**config.mk**
```make
export PLATFORM = sky130hd
export DESIGN_NAME = address_target_aging_table
export DESIGN_NICKNAME = d
export VERILOG_FILES = /design/src/rtl/core/atat_pkg.sv /design/src/rtl/core/atat_entry_ram.sv /design/src/rtl/core/atat_ctrl.sv /design/src/rtl/core/address_target_aging_table.sv
export SDC_FILE = /design/constraint.sdc
export NUM_CORES = 2
export LEC_CHECK = 0
export ABC_AREA = 1
export BUFFER_PORTS_ARGS = -buffer_cell sky130_fd_sc_hd__buf_4
export CORE_MARGIN = 3
export CORE_UTILIZATION = 55
export CTS_BUF_LIST = sky130_fd_sc_hd__clkbuf_4 sky130_fd_sc_hd__clkbuf_8
export CTS_CLUSTER_SIZE = 20
export DETAILED_ROUTE_END_ITERATION = 6
export PLACE_DENSITY_LB_ADDON = 0.15
export SLEW_MARGIN = 20
export SYNTH_ARGS = -nofsm -noshare
export SYNTH_HDL_FRONTEND = slang
export SYNTH_SLANG_ARGS = --single-unit
```
**constraint.sdc**
```tcl
create_clock -name clk -period 12.2 [get_ports clk]
set_clock_uncertainty 0.05 [all_clocks]
set_input_delay 1.22 -clock clk [delete_from_list [all_inputs] [get_ports clk]]
set_output_delay 1.22 -clock clk [all_outputs]
set_load 0.1 [all_outputs]
```
**src/rtl/core/atat_pkg.sv**
```systemverilog
package atat_pkg;

	localparam int TABLE_ENTRIES = 16;
	localparam int MAX_RESULTS = 16;
	localparam int IDX_W = (TABLE_ENTRIES > 1) ? $clog2(TABLE_ENTRIES) : 1;
	localparam int CNT_W = $clog2(TABLE_ENTRIES + 1);
	localparam int RES_W = $clog2(MAX_RESULTS + 1);

	localparam logic [15:0] HOLD_RESET = 16'd60;

	localparam logic [1:0] OP_ALERT = 2'd0;
	localparam logic [1:0] OP_TICK = 2'd1;
	localparam logic [1:0] OP_FLUSH = 2'd2;
	localparam logic [1:0] OP_NONE = 2'd3;

	localparam logic [2:0] ACT_NOTHING = 3'd0;
	localparam logic [2:0] ACT_START = 3'd1;
	localparam logic [2:0] ACT_STOP = 3'd2;
	localparam logic [2:0] ACT_REFRESHED = 3'd3;
	localparam logic [2:0] ACT_DROPPED = 3'd4;
	localparam logic [2:0] ACT_IGNORED = 3'd5;

	localparam logic [7:0] VERSION_MASK = 8'hf0;
	localparam logic [7:0] VERSION_V4 = 8'h40;
	localparam logic [7:0] PREFIX_V4 = 8'd32;
	localparam logic [7:0] PREFIX_V6 = 8'd128;

	typedef struct packed {
		logic [1:0]  opcode;
		logic        no_packet;
		logic [3:0]  version_nibble;
		logic [63:0] source_high;
		logic [63:0] source_low;
		logic [31:0] signature_id;
	} req_t;

	typedef struct packed {
		logic [2:0]  action;
		logic        is_ipv6;
		logic [63:0] addr_high;
		logic [63:0] addr_low;
		logic [7:0]  prefix_len;
		logic [31:0] sig_out;
		logic        last;
	} rsp_t;

	typedef struct packed {
		logic        family;
		logic [63:0] addr_high;
		logic [63:0] addr_low;
		logic [31:0] expiry;
	} entry_t;

	typedef struct packed {
		logic             re;
		logic [IDX_W-1:0] raddr;
		logic             we;
		logic [IDX_W-1:0] waddr;
		entry_t           wdata;
	} ram_req_t;

	function automatic rsp_t make_rsp(input logic [2:0] action, input entry_t ent,
			input logic [31:0] sig, input logic last);
		rsp_t r;
		logic addr;
		addr = (action != ACT_NOTHING) && (action != ACT_IGNORED);
		r.action = action;
		r.is_ipv6 = addr ? ent.family : 1'b0;
		r.addr_high = addr ? ent.addr_high : 64'd0;
		r.addr_low = addr ? ent.addr_low : 64'd0;
		r.prefix_len = addr ? (ent.family ? PREFIX_V6 : PREFIX_V4) : 8'd0;
		r.sig_out = (action == ACT_START) ? sig : 32'd0;
		r.last = last;
		return r;
	endfunction

endpackage

```
**src/rtl/core/atat_entry_ram.sv**
```systemverilog
module atat_entry_ram (
	input  logic              clk,
	input  atat_pkg::ram_req_t ram,
	output atat_pkg::entry_t  rd_data
);
	import atat_pkg::*;

	entry_t mem_q [TABLE_ENTRIES];
	entry_t rd_data_q;

	always_ff @(posedge clk) begin
		if (ram.we) begin
			mem_q[ram.waddr] <= ram.wdata;
		end
		if (ram.re) begin
			rd_data_q <= mem_q[ram.raddr];
		end
	end

	assign rd_data = rd_data_q;

endmodule

```
**src/rtl/core/atat_ctrl.sv**
```systemverilog
module atat_ctrl (
	input  logic               clk,
	input  logic               arst_n,
	input  logic [15:0]        hold_seconds,
	input  logic               req_valid,
	output logic               req_ready,
	input  atat_pkg::req_t     req,
	output logic               rsp_valid,
	input  logic               rsp_ready,
	output atat_pkg::rsp_t     rsp,
	output atat_pkg::ram_req_t ram,
	input  atat_pkg::entry_t   ram_rd_data
);
	import atat_pkg::*;

	typedef enum logic [2:0] {
		S_IDLE = 3'b001,
		S_SCAN = 3'b010,
		S_FIN  = 3'b100
	} state_t;

	state_t             state_q;
	logic [1:0]         op_q;
	logic               ignore_q;
	logic               fam_q;
	logic [63:0]        hi_q;
	logic [63:0]        lo_q;
	logic [31:0]        sig_q;
	logic [31:0]        now_q;
	logic [TABLE_ENTRIES-1:0] valid_q;
	logic [CNT_W-1:0]   idx_q;
	logic               vld_s1;
	logic [IDX_W-1:0]   idx_s1;
	logic               match_q;
	logic [IDX_W-1:0]   match_idx_q;
	logic               free_q;
	logic [IDX_W-1:0]   free_idx_q;
	logic               pend_vld_q;
	rsp_t               pend_q;
	logic [RES_W-1:0]   cnt_q;
	logic               rsp_vld_q;
	rsp_t               rsp_q;

	logic               out_free;
	logic               ent_valid;
	logic [31:0]        age;
	logic               is_remove;
	logic               hit;
	logic               same;
	logic               stall;
	logic               issue;
	logic [31:0]        new_expiry;
	entry_t             wr_entry;
	logic               fin_go;
	logic               alert_write;
	logic               push_s1;
	rsp_t               fin_rsp;
	logic               req_fam;

	assign out_free = !rsp_vld_q || rsp_ready;
	assign ent_valid = valid_q[idx_s1];
	assign age = now_q - ram_rd_data.expiry;
	assign is_remove = (op_q == OP_TICK) || (op_q == OP_FLUSH);
	assign hit = vld_s1 && is_remove && ent_valid && ((op_q == OP_FLUSH) || !age[31])
		&& (cnt_q < RES_W'(MAX_RESULTS));
	assign same = ent_valid && (ram_rd_data.family == fam_q)
		&& (ram_rd_data.addr_high == hi_q) && (ram_rd_data.addr_low == lo_q);
	assign stall = hit && pend_vld_q && !out_free;
	assign issue = (state_q == S_SCAN) && (idx_q < CNT_W'(TABLE_ENTRIES)) && !stall;
	assign new_expiry = now_q + {16'd0, hold_seconds};
	assign wr_entry = '{family: fam_q, addr_high: hi_q, addr_low: lo_q, expiry: new_expiry};
	assign fin_go = (state_q == S_FIN) && out_free;
	assign alert_write = fin_go && (op_q == OP_ALERT) && !ignore_q && (match_q || free_q);
	assign push_s1 = hit && pend_vld_q && out_free;
	assign req_fam = (({req.version_nibble, 4'd0} & VERSION_MASK) != VERSION_V4);

	assign ram.re = issue;
	assign ram.raddr = idx_q[IDX_W-1:0];
	assign ram.we = alert_write;
	assign ram.waddr = match_q ? match_idx_q : free_idx_q;
	assign ram.wdata = wr_entry;

	always_comb begin
		fin_rsp = make_rsp(ACT_NOTHING, wr_entry, 32'd0, 1'b1);
		case (op_q)
			OP_ALERT: begin
				if (ignore_q) begin
					fin_rsp = make_rsp(ACT_IGNORED, wr_entry, 32'd0, 1'b1);
				end else if (match_q) begin
					fin_rsp = make_rsp(ACT_REFRESHED, wr_entry, 32'd0, 1'b1);
				end else if (free_q) begin
					fin_rsp = make_rsp(ACT_START, wr_entry, sig_q, 1'b1);
				end else begin
					fin_rsp = make_rsp(ACT_DROPPED, wr_entry, 32'd0, 1'b1);
				end
			end
			OP_TICK, OP_FLUSH: begin
				if (pend_vld_q) begin
					fin_rsp = pend_q;
					fin_rsp.last = 1'b1;
				end
			end
			default: begin
				fin_rsp = make_rsp(ACT_NOTHING, wr_entry, 32'd0, 1'b1);
			end
		endcase
	end

	always_ff @(posedge clk or negedge arst_n) begin
		if (!arst_n) begin
			state_q <= S_IDLE;
			now_q <= 32'd0;
			valid_q <= '0;
			idx_q <= '0;
			vld_s1 <= 1'b0;
			match_q <= 1'b0;
			free_q <= 1'b0;
			pend_vld_q <= 1'b0;
			cnt_q <= '0;
			rsp_vld_q <= 1'b0;
		end else begin
			case (state_q)
				S_IDLE: begin
					if (req_valid) begin
						if (req.opcode == OP_TICK) begin
							now_q <= now_q + 32'd1;
						end
						idx_q <= '0;
						vld_s1 <= 1'b0;
						match_q <= 1'b0;
						free_q <= 1'b0;
						pend_vld_q <= 1'b0;
						cnt_q <= '0;
						if (((req.opcode == OP_ALERT) && req.no_packet)
								|| (req.opcode == OP_NONE)) begin
							state_q <= S_FIN;
						end else begin
							state_q <= S_SCAN;
						end
					end
				end
				S_SCAN: begin
					if (!stall) begin
						vld_s1 <= issue;
						idx_q <= idx_q + CNT_W'(issue);
						if (vld_s1) begin
							if (op_q == OP_ALERT) begin
								if (same) begin
									match_q <= 1'b1;
								end
								if (!ent_valid && !free_q) begin
									free_q <= 1'b1;
								end
							end
							if (hit) begin
								valid_q[idx_s1] <= 1'b0;
								pend_vld_q <= 1'b1;
								cnt_q <= cnt_q + RES_W'(1);
							end
						end
						if ((idx_q == CNT_W'(TABLE_ENTRIES)) && !vld_s1) begin
							state_q <= S_FIN;
						end
					end
				end
				S_FIN: begin
					if (out_free) begin
						if (alert_write && !match_q) begin
							valid_q[free_idx_q] <= 1'b1;
						end
						state_q <= S_IDLE;
					end
				end
				default: begin
					state_q <= S_IDLE;
				end
			endcase

			if (push_s1 || fin_go) begin
				rsp_vld_q <= 1'b1;
			end else if (rsp_ready) begin
				rsp_vld_q <= 1'b0;
			end
		end
	end

	always_ff @(posedge clk) begin
		if ((state_q == S_IDLE) && req_valid) begin
			op_q <= req.opcode;
			ignore_q <= req.no_packet;
			fam_q <= req_fam;
			hi_q <= req_fam ? req.source_high : 64'd0;
			lo_q <= req_fam ? req.source_low : {32'd0, req.source_low[31:0]};
			sig_q <= req.signature_id;
		end
		if ((state_q == S_SCAN) && !stall) begin
			idx_s1 <= idx_q[IDX_W-1:0];
			if (vld_s1 && (op_q == OP_ALERT)) begin
				if (same) begin
					match_idx_q <= idx_s1;
				end
				if (!ent_valid && !free_q) begin
					free_idx_q <= idx_s1;
				end
			end
			if (hit) begin
				pend_q <= make_rsp(ACT_STOP, ram_rd_data, 32'd0, 1'b0);
			end
		end
		if (push_s1) begin
			rsp_q <= pend_q;
		end else if (fin_go) begin
			rsp_q <= fin_rsp;
		end
	end

	assign req_ready = (state_q == S_IDLE);
	assign rsp_valid = rsp_vld_q;
	assign rsp = rsp_q;

endmodule

```
**src/rtl/core/address_target_aging_table.sv**
```systemverilog
// Channel     Direction  Handshake                  Payload
// req         in         req_valid / req_ready      atat_pkg::req_t
// rsp         out        rsp_valid / rsp_ready      atat_pkg::rsp_t
// hold        in         hold_wr_en (no wait)       hold_wr_data, 16 bits
//
// An alert, tick or flush walks the entry memory one entry a cycle through its
// single read port, save where a tick or flush stalls, then ends in S_FIN; an
// ignored alert or an unused opcode goes from S_IDLE straight to S_FIN. A tick
// or flush stalls when a further result meets a pending one while rsp_ready low
// holds the output register. Reset clears the valid bits, the seconds counter
// and the hold time (60); entry contents are not cleared.
module address_target_aging_table (
	input  logic           clk,
	input  logic           arst_n,
	input  logic           hold_wr_en,
	input  logic [15:0]    hold_wr_data,
	input  logic           req_valid,
	output logic           req_ready,
	input  atat_pkg::req_t req,
	output logic           rsp_valid,
	input  logic           rsp_ready,
	output atat_pkg::rsp_t rsp
);
	import atat_pkg::*;

	logic [15:0] hold_q;
	ram_req_t    ram;
	entry_t      ram_rd_data;

	always_ff @(posedge clk or negedge arst_n) begin
		if (!arst_n) begin
			hold_q <= HOLD_RESET;
		end else if (hold_wr_en) begin
			hold_q <= hold_wr_data;
		end
	end

	atat_entry_ram u_ram (
		.clk     (clk),
		.ram     (ram),
		.rd_data (ram_rd_data)
	);

	atat_ctrl u_ctrl (
		.clk          (clk),
		.arst_n       (arst_n),
		.hold_seconds (hold_q),
		.req_valid    (req_valid),
		.req_ready    (req_ready),
		.req          (req),
		.rsp_valid    (rsp_valid),
		.rsp_ready    (rsp_ready),
		.rsp          (rsp),
		.ram          (ram),
		.ram_rd_data  (ram_rd_data)
	);

endmodule
```
* Word-level counts from Yosys, hierarchy flattened
Memories as Yosys holds them, arrays and structs flattened. A register that Yosys moved wholly into a read port is not among the register bits. Index checks and enable logic that the tools add are counted.
Word-level totals: register bits 568, bits in writable memories 2576, input port bits 188, output and inout bits 175, logic and storage cells 182, memories 1
Operators by class: add/sub/neg operators 5, $lt $le $gt $ge 6, equality and inequality tests 22, mux-type cells 56, bitwise logic cells 3, reductions and logical operators 57
Memory list:
- u_ram.mem_q | depth 16, bits a word 161, rd ports 1, clocked after Yosys merged registers in 1, write ports 1, line atat_entry_ram.sv:8 | entry_t mem_q [TABLE_ENTRIES];
Operator list (number):
- $mux W173 | 4
- $pmux W173 S2 | 1
- $mux W172 | 1
- $mux W170 | 1
- $eq A64 B64 Y1 | 2
- $mux W16 | 5
- $add A32 B1 Y32 const B | 1
- $add A32 B16 Y32 | 1
- $pmux W16 S2 | 1
- $sub A32 B32 Y32 | 1
- $logic_and A1 B1 Y1 | 25
- $mux W5 | 5
- $mux W1 | 20
- $pmux W5 S2 | 2
- $reduce_and A6 Y1 | 3
- $and A16 B16 Y16 | 1
- $mux W8 | 2
- $not A16 Y16 | 1
- $or A16 B16 Y16 | 1
- $mux W3 | 5
- $ne A2 B1 Y1 const B | 7
- $reduce_and A3 Y1 | 4
- $lt A4 B5 Y1 const B | 2
- $lt A5 B5 Y1 const B | 2
- other kinds (25) | 51

* Longest topological paths before layout
word-level depth 13, gate-level depth with buffers 25, gate-level depth less buffers 25

* Cells and area by module
Synthesis repeated with hierarchy kept, for this count alone.
Second synthesis, totals: cells, all modules 12609, area, all modules 139741.5 um^2
By module, submodules not included:
- atat_entry_ram | instances 1, cells each 9774, area each 112128.8 um^2, sequential area each 82188.8 um^2
- atat_ctrl | instances 1, cells each 2767, area each 26963.4 um^2, sequential area each 15826.4 um^2
- address_target_aging_table | instances 1, cells each 68, area each 649.4 um^2, sequential area each 405.4 um^2

* Least setup slack after synthesis
Ideal clock, no wire load.
kind input -> register, start input port rsp_ready, end memory u_ram.mem_q[0][0] (netlist bit) (enable), library setup time 685 ps, arrival 8595 ps, required time 11465 ps, setup slack 2870 ps, cell stages on the path 6, buffers on the path 0, cells stage by stage nor2_1 nor2_1 inv_1 nor3_1 nand3_1 nor2_1
On the way: word-level cells in the longest chain between the ends 7
RTL lines:
- start: declaration | line address_target_aging_table.sv:21 | input logic rsp_ready,
- $logic_or A1 B1 Y1 | line atat_ctrl.sv:60 | assign out_free = !rsp_vld_q || rsp_ready;
- $logic_and A1 B1 Y1 | line atat_ctrl.sv:72 | assign fin_go = (state_q == S_FIN) && out_free;
- $logic_and A1 B1 Y1 (3 in series) | line atat_ctrl.sv:73 | assign alert_write = fin_go && (op_q == OP_ALERT) && !ignore_q && (match_q || free_q);
- $mux W1 | line atat_entry_ram.sv:12 | if (ram.we) begin
- $mux W1 (not written as such) | line atat_entry_ram.sv:13 | mem_q[ram.waddr] <= ram.wdata;
- end: declaration | line atat_entry_ram.sv:8
No other way between the ends.

* Final worst setup path
start register u_ctrl.state_q[1], end memory u_ram.mem_q[9][87] (netlist bit) (enable)
On the way: word-level cells in the longest chain between the ends 7
RTL lines:
- start: declaration | line atat_ctrl.sv:22 | state_t state_q;
- start signal: assignment | line atat_ctrl.sv:111 | state_q <= S_IDLE;
- start signal: assignment | line atat_ctrl.sv:136 | state_q <= S_FIN;
- start signal: assignment | line atat_ctrl.sv:138 | state_q <= S_SCAN;
- $eq A3 B3 Y1 | line atat_ctrl.sv:72
- $logic_and A1 B1 Y1 | line atat_ctrl.sv:72
- $logic_and A1 B1 Y1 (3 in series) | line atat_ctrl.sv:73
- $mux W1 | line atat_entry_ram.sv:12
- $mux W1 (not written as such) | line atat_entry_ram.sv:13
No other way between the ends.

==> impl_results.md <==
* Total track usage at between 30% and 40%
* Grt total ovfl at 0
* Layout cell share with drive strength beyond 1 at roughly an eighth
* Yosys warns at 0
* CP bufs+invs at 5
* Crit path DAT at between 6 and 7 ns
* Relative slew slack at 7.756%
* Worst Tran Pin Value at between 1 and 1.5 ns
* Yosys cell types at 50
* Area growth syn-to-layout at 12.40%
* Outcome: finished with violations
* Slowest stage delay, CP at just under 0.8 ns
* F_max at between 150 and 200 MHz
* Lkg Pwr at around 0.050 µW
* Worst path cell trace: nor3_4 > inv_2 > nor2_1 > inv_1 > nor3_1 > nand3_1 > nor2_4 > buf_4 > buf_12 > buf_4
* Sequential standard cell area at slightly below 0.1 mm²
* Mapped Cells at just under 10000
* Number of global-route vias before repair at around 80000
* Top-count cell post-synth: edfxtp_1
* Initial antenna violation count at 11
* Die Height at around 500 µm
* Number of H-tree levels at 6
* Port Buffer Count at roughly 360
* Max Cap Violations at 0
* Drt initial violations at roughly 11000
* Slowest cell on crit path: buf_4
* Post-DP HPWL at about 190000 µm
* I/O Pins at roughly 360
* Multi-input combinational cell area at around 0.027 mm²
* Pwr per Cell Area at 192.0 mW/mm²
* Synth area leader: edfxtp_1
* Clock slew at reported path FFs at about 0.060 ns
* Overall power at ~28000 µW
* Crit path max-delay family: simple AND/OR/NAND/NOR gates
* Die ar. at about 0.24 mm²
* Core Box Area at between 0.2 and 0.25 mm²
* Number of synthesized flops with an enable pin at 3209
* Die X at between 400 and 500 µm
* Clock Latency Late Sink at ~1.1 ns
* Max layer used: met5
* Crit end category: register
* M1 wire length at between 100000 and 150000 µm
* Met2 routed WL at 173300 µm
* Pre-Repair DR Iteration Count at 7
* Period minus WS final at between 5 and 6 ns
* Maximum VDD drop at approximately 0.15 mV
* CTS buffer count at roughly 550
* Top cells by area, synth: edfxtp_1, o21ai_0, nor2_1, o22ai_1, nand2_1
* TNS Setup at 0 ns
* Hold crit path type: primary input to register
* Crit path max fanout at 85
* Vias at 85181
* Share of the synthesized area in the top cell type at approximately 74%
* DRT antenna net count at 0
* Crit start category: register
* Total wire length at around 380000 µm
* CTS root buffer: clkbuf_8
* Period utilization at a little under half
* Row cnt at ~180
* Met3 wire length at between 30000 and 40000 µm
* Asr flop ratio synth at around 2.5%
* CTS tree: yes
* Largest net degree at the start of global routing at about 230
* Post-layout nets at ~11000
* Detailed-route vias per instance at about 6
* Synthesized cell area at 0.1296 mm²
* Max-slew violations at 0
* Final count of negative-setup-slack endpoints at 0
* Filler instances at 17735
* RSZ-0062 raised after global routing: false
* Largest buffer count on any clock path at 4
* Residual DRC at 1
* First-pass GRT wire length at roughly 540000 µm
* Crit path required time at 12.84 ns
* Final Hold Viols at 0
* Final Wtd Congestion at 0.8368
* Synth cell count leaders: edfxtp_1, o21ai_0, nor2_1
* Flops & latches, synth at roughly 3300
* Initial Utilization at between 50% and 60%
* Top FF cell, synth: edfxtp_1
* Sink Count at roughly 3300
* R2r setup slk at 6.55 ns
* Routed WL per cell at around 27 µm
* Failing checks: design-rule violations
* Mean Syn Cell Area at 13.08 µm²
* Sequential element share of the synthesized area at between 70% and 80%
* Critical path's most frequent cell: buf_4
* Crit path kind: register to register
[state kept, by name, indices dropped and copies added (netlist names), 2 cells and up]
signal	count
u_ctrl.op_q	2
u_ctrl.sig_q	32
hold_q	16
u_ctrl.match_idx_q	4
u_ctrl.rsp	166
u_ctrl.state_q	3
u_ram.mem_q	2576
u_ctrl.idx_q	5
u_ctrl.pend_q	130
u_ctrl.free_idx_q	4
u_ctrl.idx_s1	4
u_ram.rd_data	161
u_ctrl.lo_q	64
u_ctrl.valid_q	16
u_ctrl.now_q	32
u_ctrl.cnt_q	5
u_ctrl.hi_q	64
[final timing paths]
| path | startpoint | to | cells after the start |
|---|---|---|---|
| max | u_ctrl.state_q[1] | u_ram.mem_q[9][87] | 10 |
| min | req[63] | u_ctrl.lo_q[31] | 1 |
| max reg2reg | u_ctrl.state_q[1] | u_ram.mem_q[9][87] | 10 |
| min reg2reg | u_ram.rd_data[127] | u_ctrl.pend_q[136] | 0 |
| max in group asynchronous | arst_n | u_ctrl.idx_q[1] | 3 |
| min in group asynchronous | arst_n | hold_q[1] | 2 |
[cells by family (layout without fill, tap and decap cells)]
group | after synthesis | in the layout | synth area share (%)
compound gates | 2329 | 2329 | 9.712
xor+xnor | 153 | 153 | 1.034
fa+ha+maj | 54 | 54 | 0.5272
buf+inv | 1064 | 1874 | 3.159
flops | 3291 | 3291 | 75.96
mux | 15 | 15 | 0.1304
other cells | 1 | 15 | 0.002894
simple gates | 3003 | 3003 | 9.478
[cell usage in the layout, fill, tap and decap left out, types with 75 or more instances in the layout]
| master | instances |
|---|---|
| inv_1 | 445 |
| o22ai_1 | 701 |
| nor2_1 | 1442 |
| nand3_1 | 218 |
| nand2_1 | 1051 |
| edfxtp_1 | 3209 |
| clkbuf_8 | 567 |
| o21ai_0 | 1558 |
| dfrtp_1 | 75 |
| buf_4 | 463 |
| clkinv_1 | 114 |
| nand4_1 | 183 |
| clkbuf_4 | 176 |
| xor2_1 | 75 |
[per-stage QoR]
stage	instances	cell area, µm²	worst slack (ns)	hold WS, ns	util (%)
3_3_place_gp	12926	135300	6.307	0.3890	57.96
6_report	13866	145600	6.548	0.2534	62.40
5_1_grt	13860	145600	6.321	0.2268	62.39
3_5_place_dp	12927	135400	6.295	0.3910	58.00
2_1_floorplan	9915	129600	2.871	0.3731	-
4_1_cts	13856	145500	6.276	0.1754	62.35
[metal layers]
layer / GRT usage [%] / vias up
li1: - / 37013
met1: 43.55 / 42312
met2: 47.00 / 5154
met3: 5.224 / 700
met4: 11.21 / 2
met5: 0 / -
[repair_timing]
action | in CTS | in global routing
buffers inserted | 0 | 0
endpoints found under the hold margin | 14 | 0
hold buffers | 1 | 0
resized for setup | 0 | 0
[layout make-up]
cell class	count	share of cell area (%)
Clock buffer	743	6.265
Tap cell	3132	2.691
Multi-Input combinational cell	5560	18.82
Clock inverter	185	0.6890
Inverter	458	1.213
Antenna cell	9	0.01546
Timing Repair Buffer	488	2.723
Sequential cell	3291	67.58
[power by group]
part / leakage (µW) / switching, µW / internal (µW)
registers: 0.0295 / 739 / 13500
clock network: 0.00536 / 4280 / 4960
logic: 0.0151 / 3450 / 1050
Power figures use the tool's default switching activity.
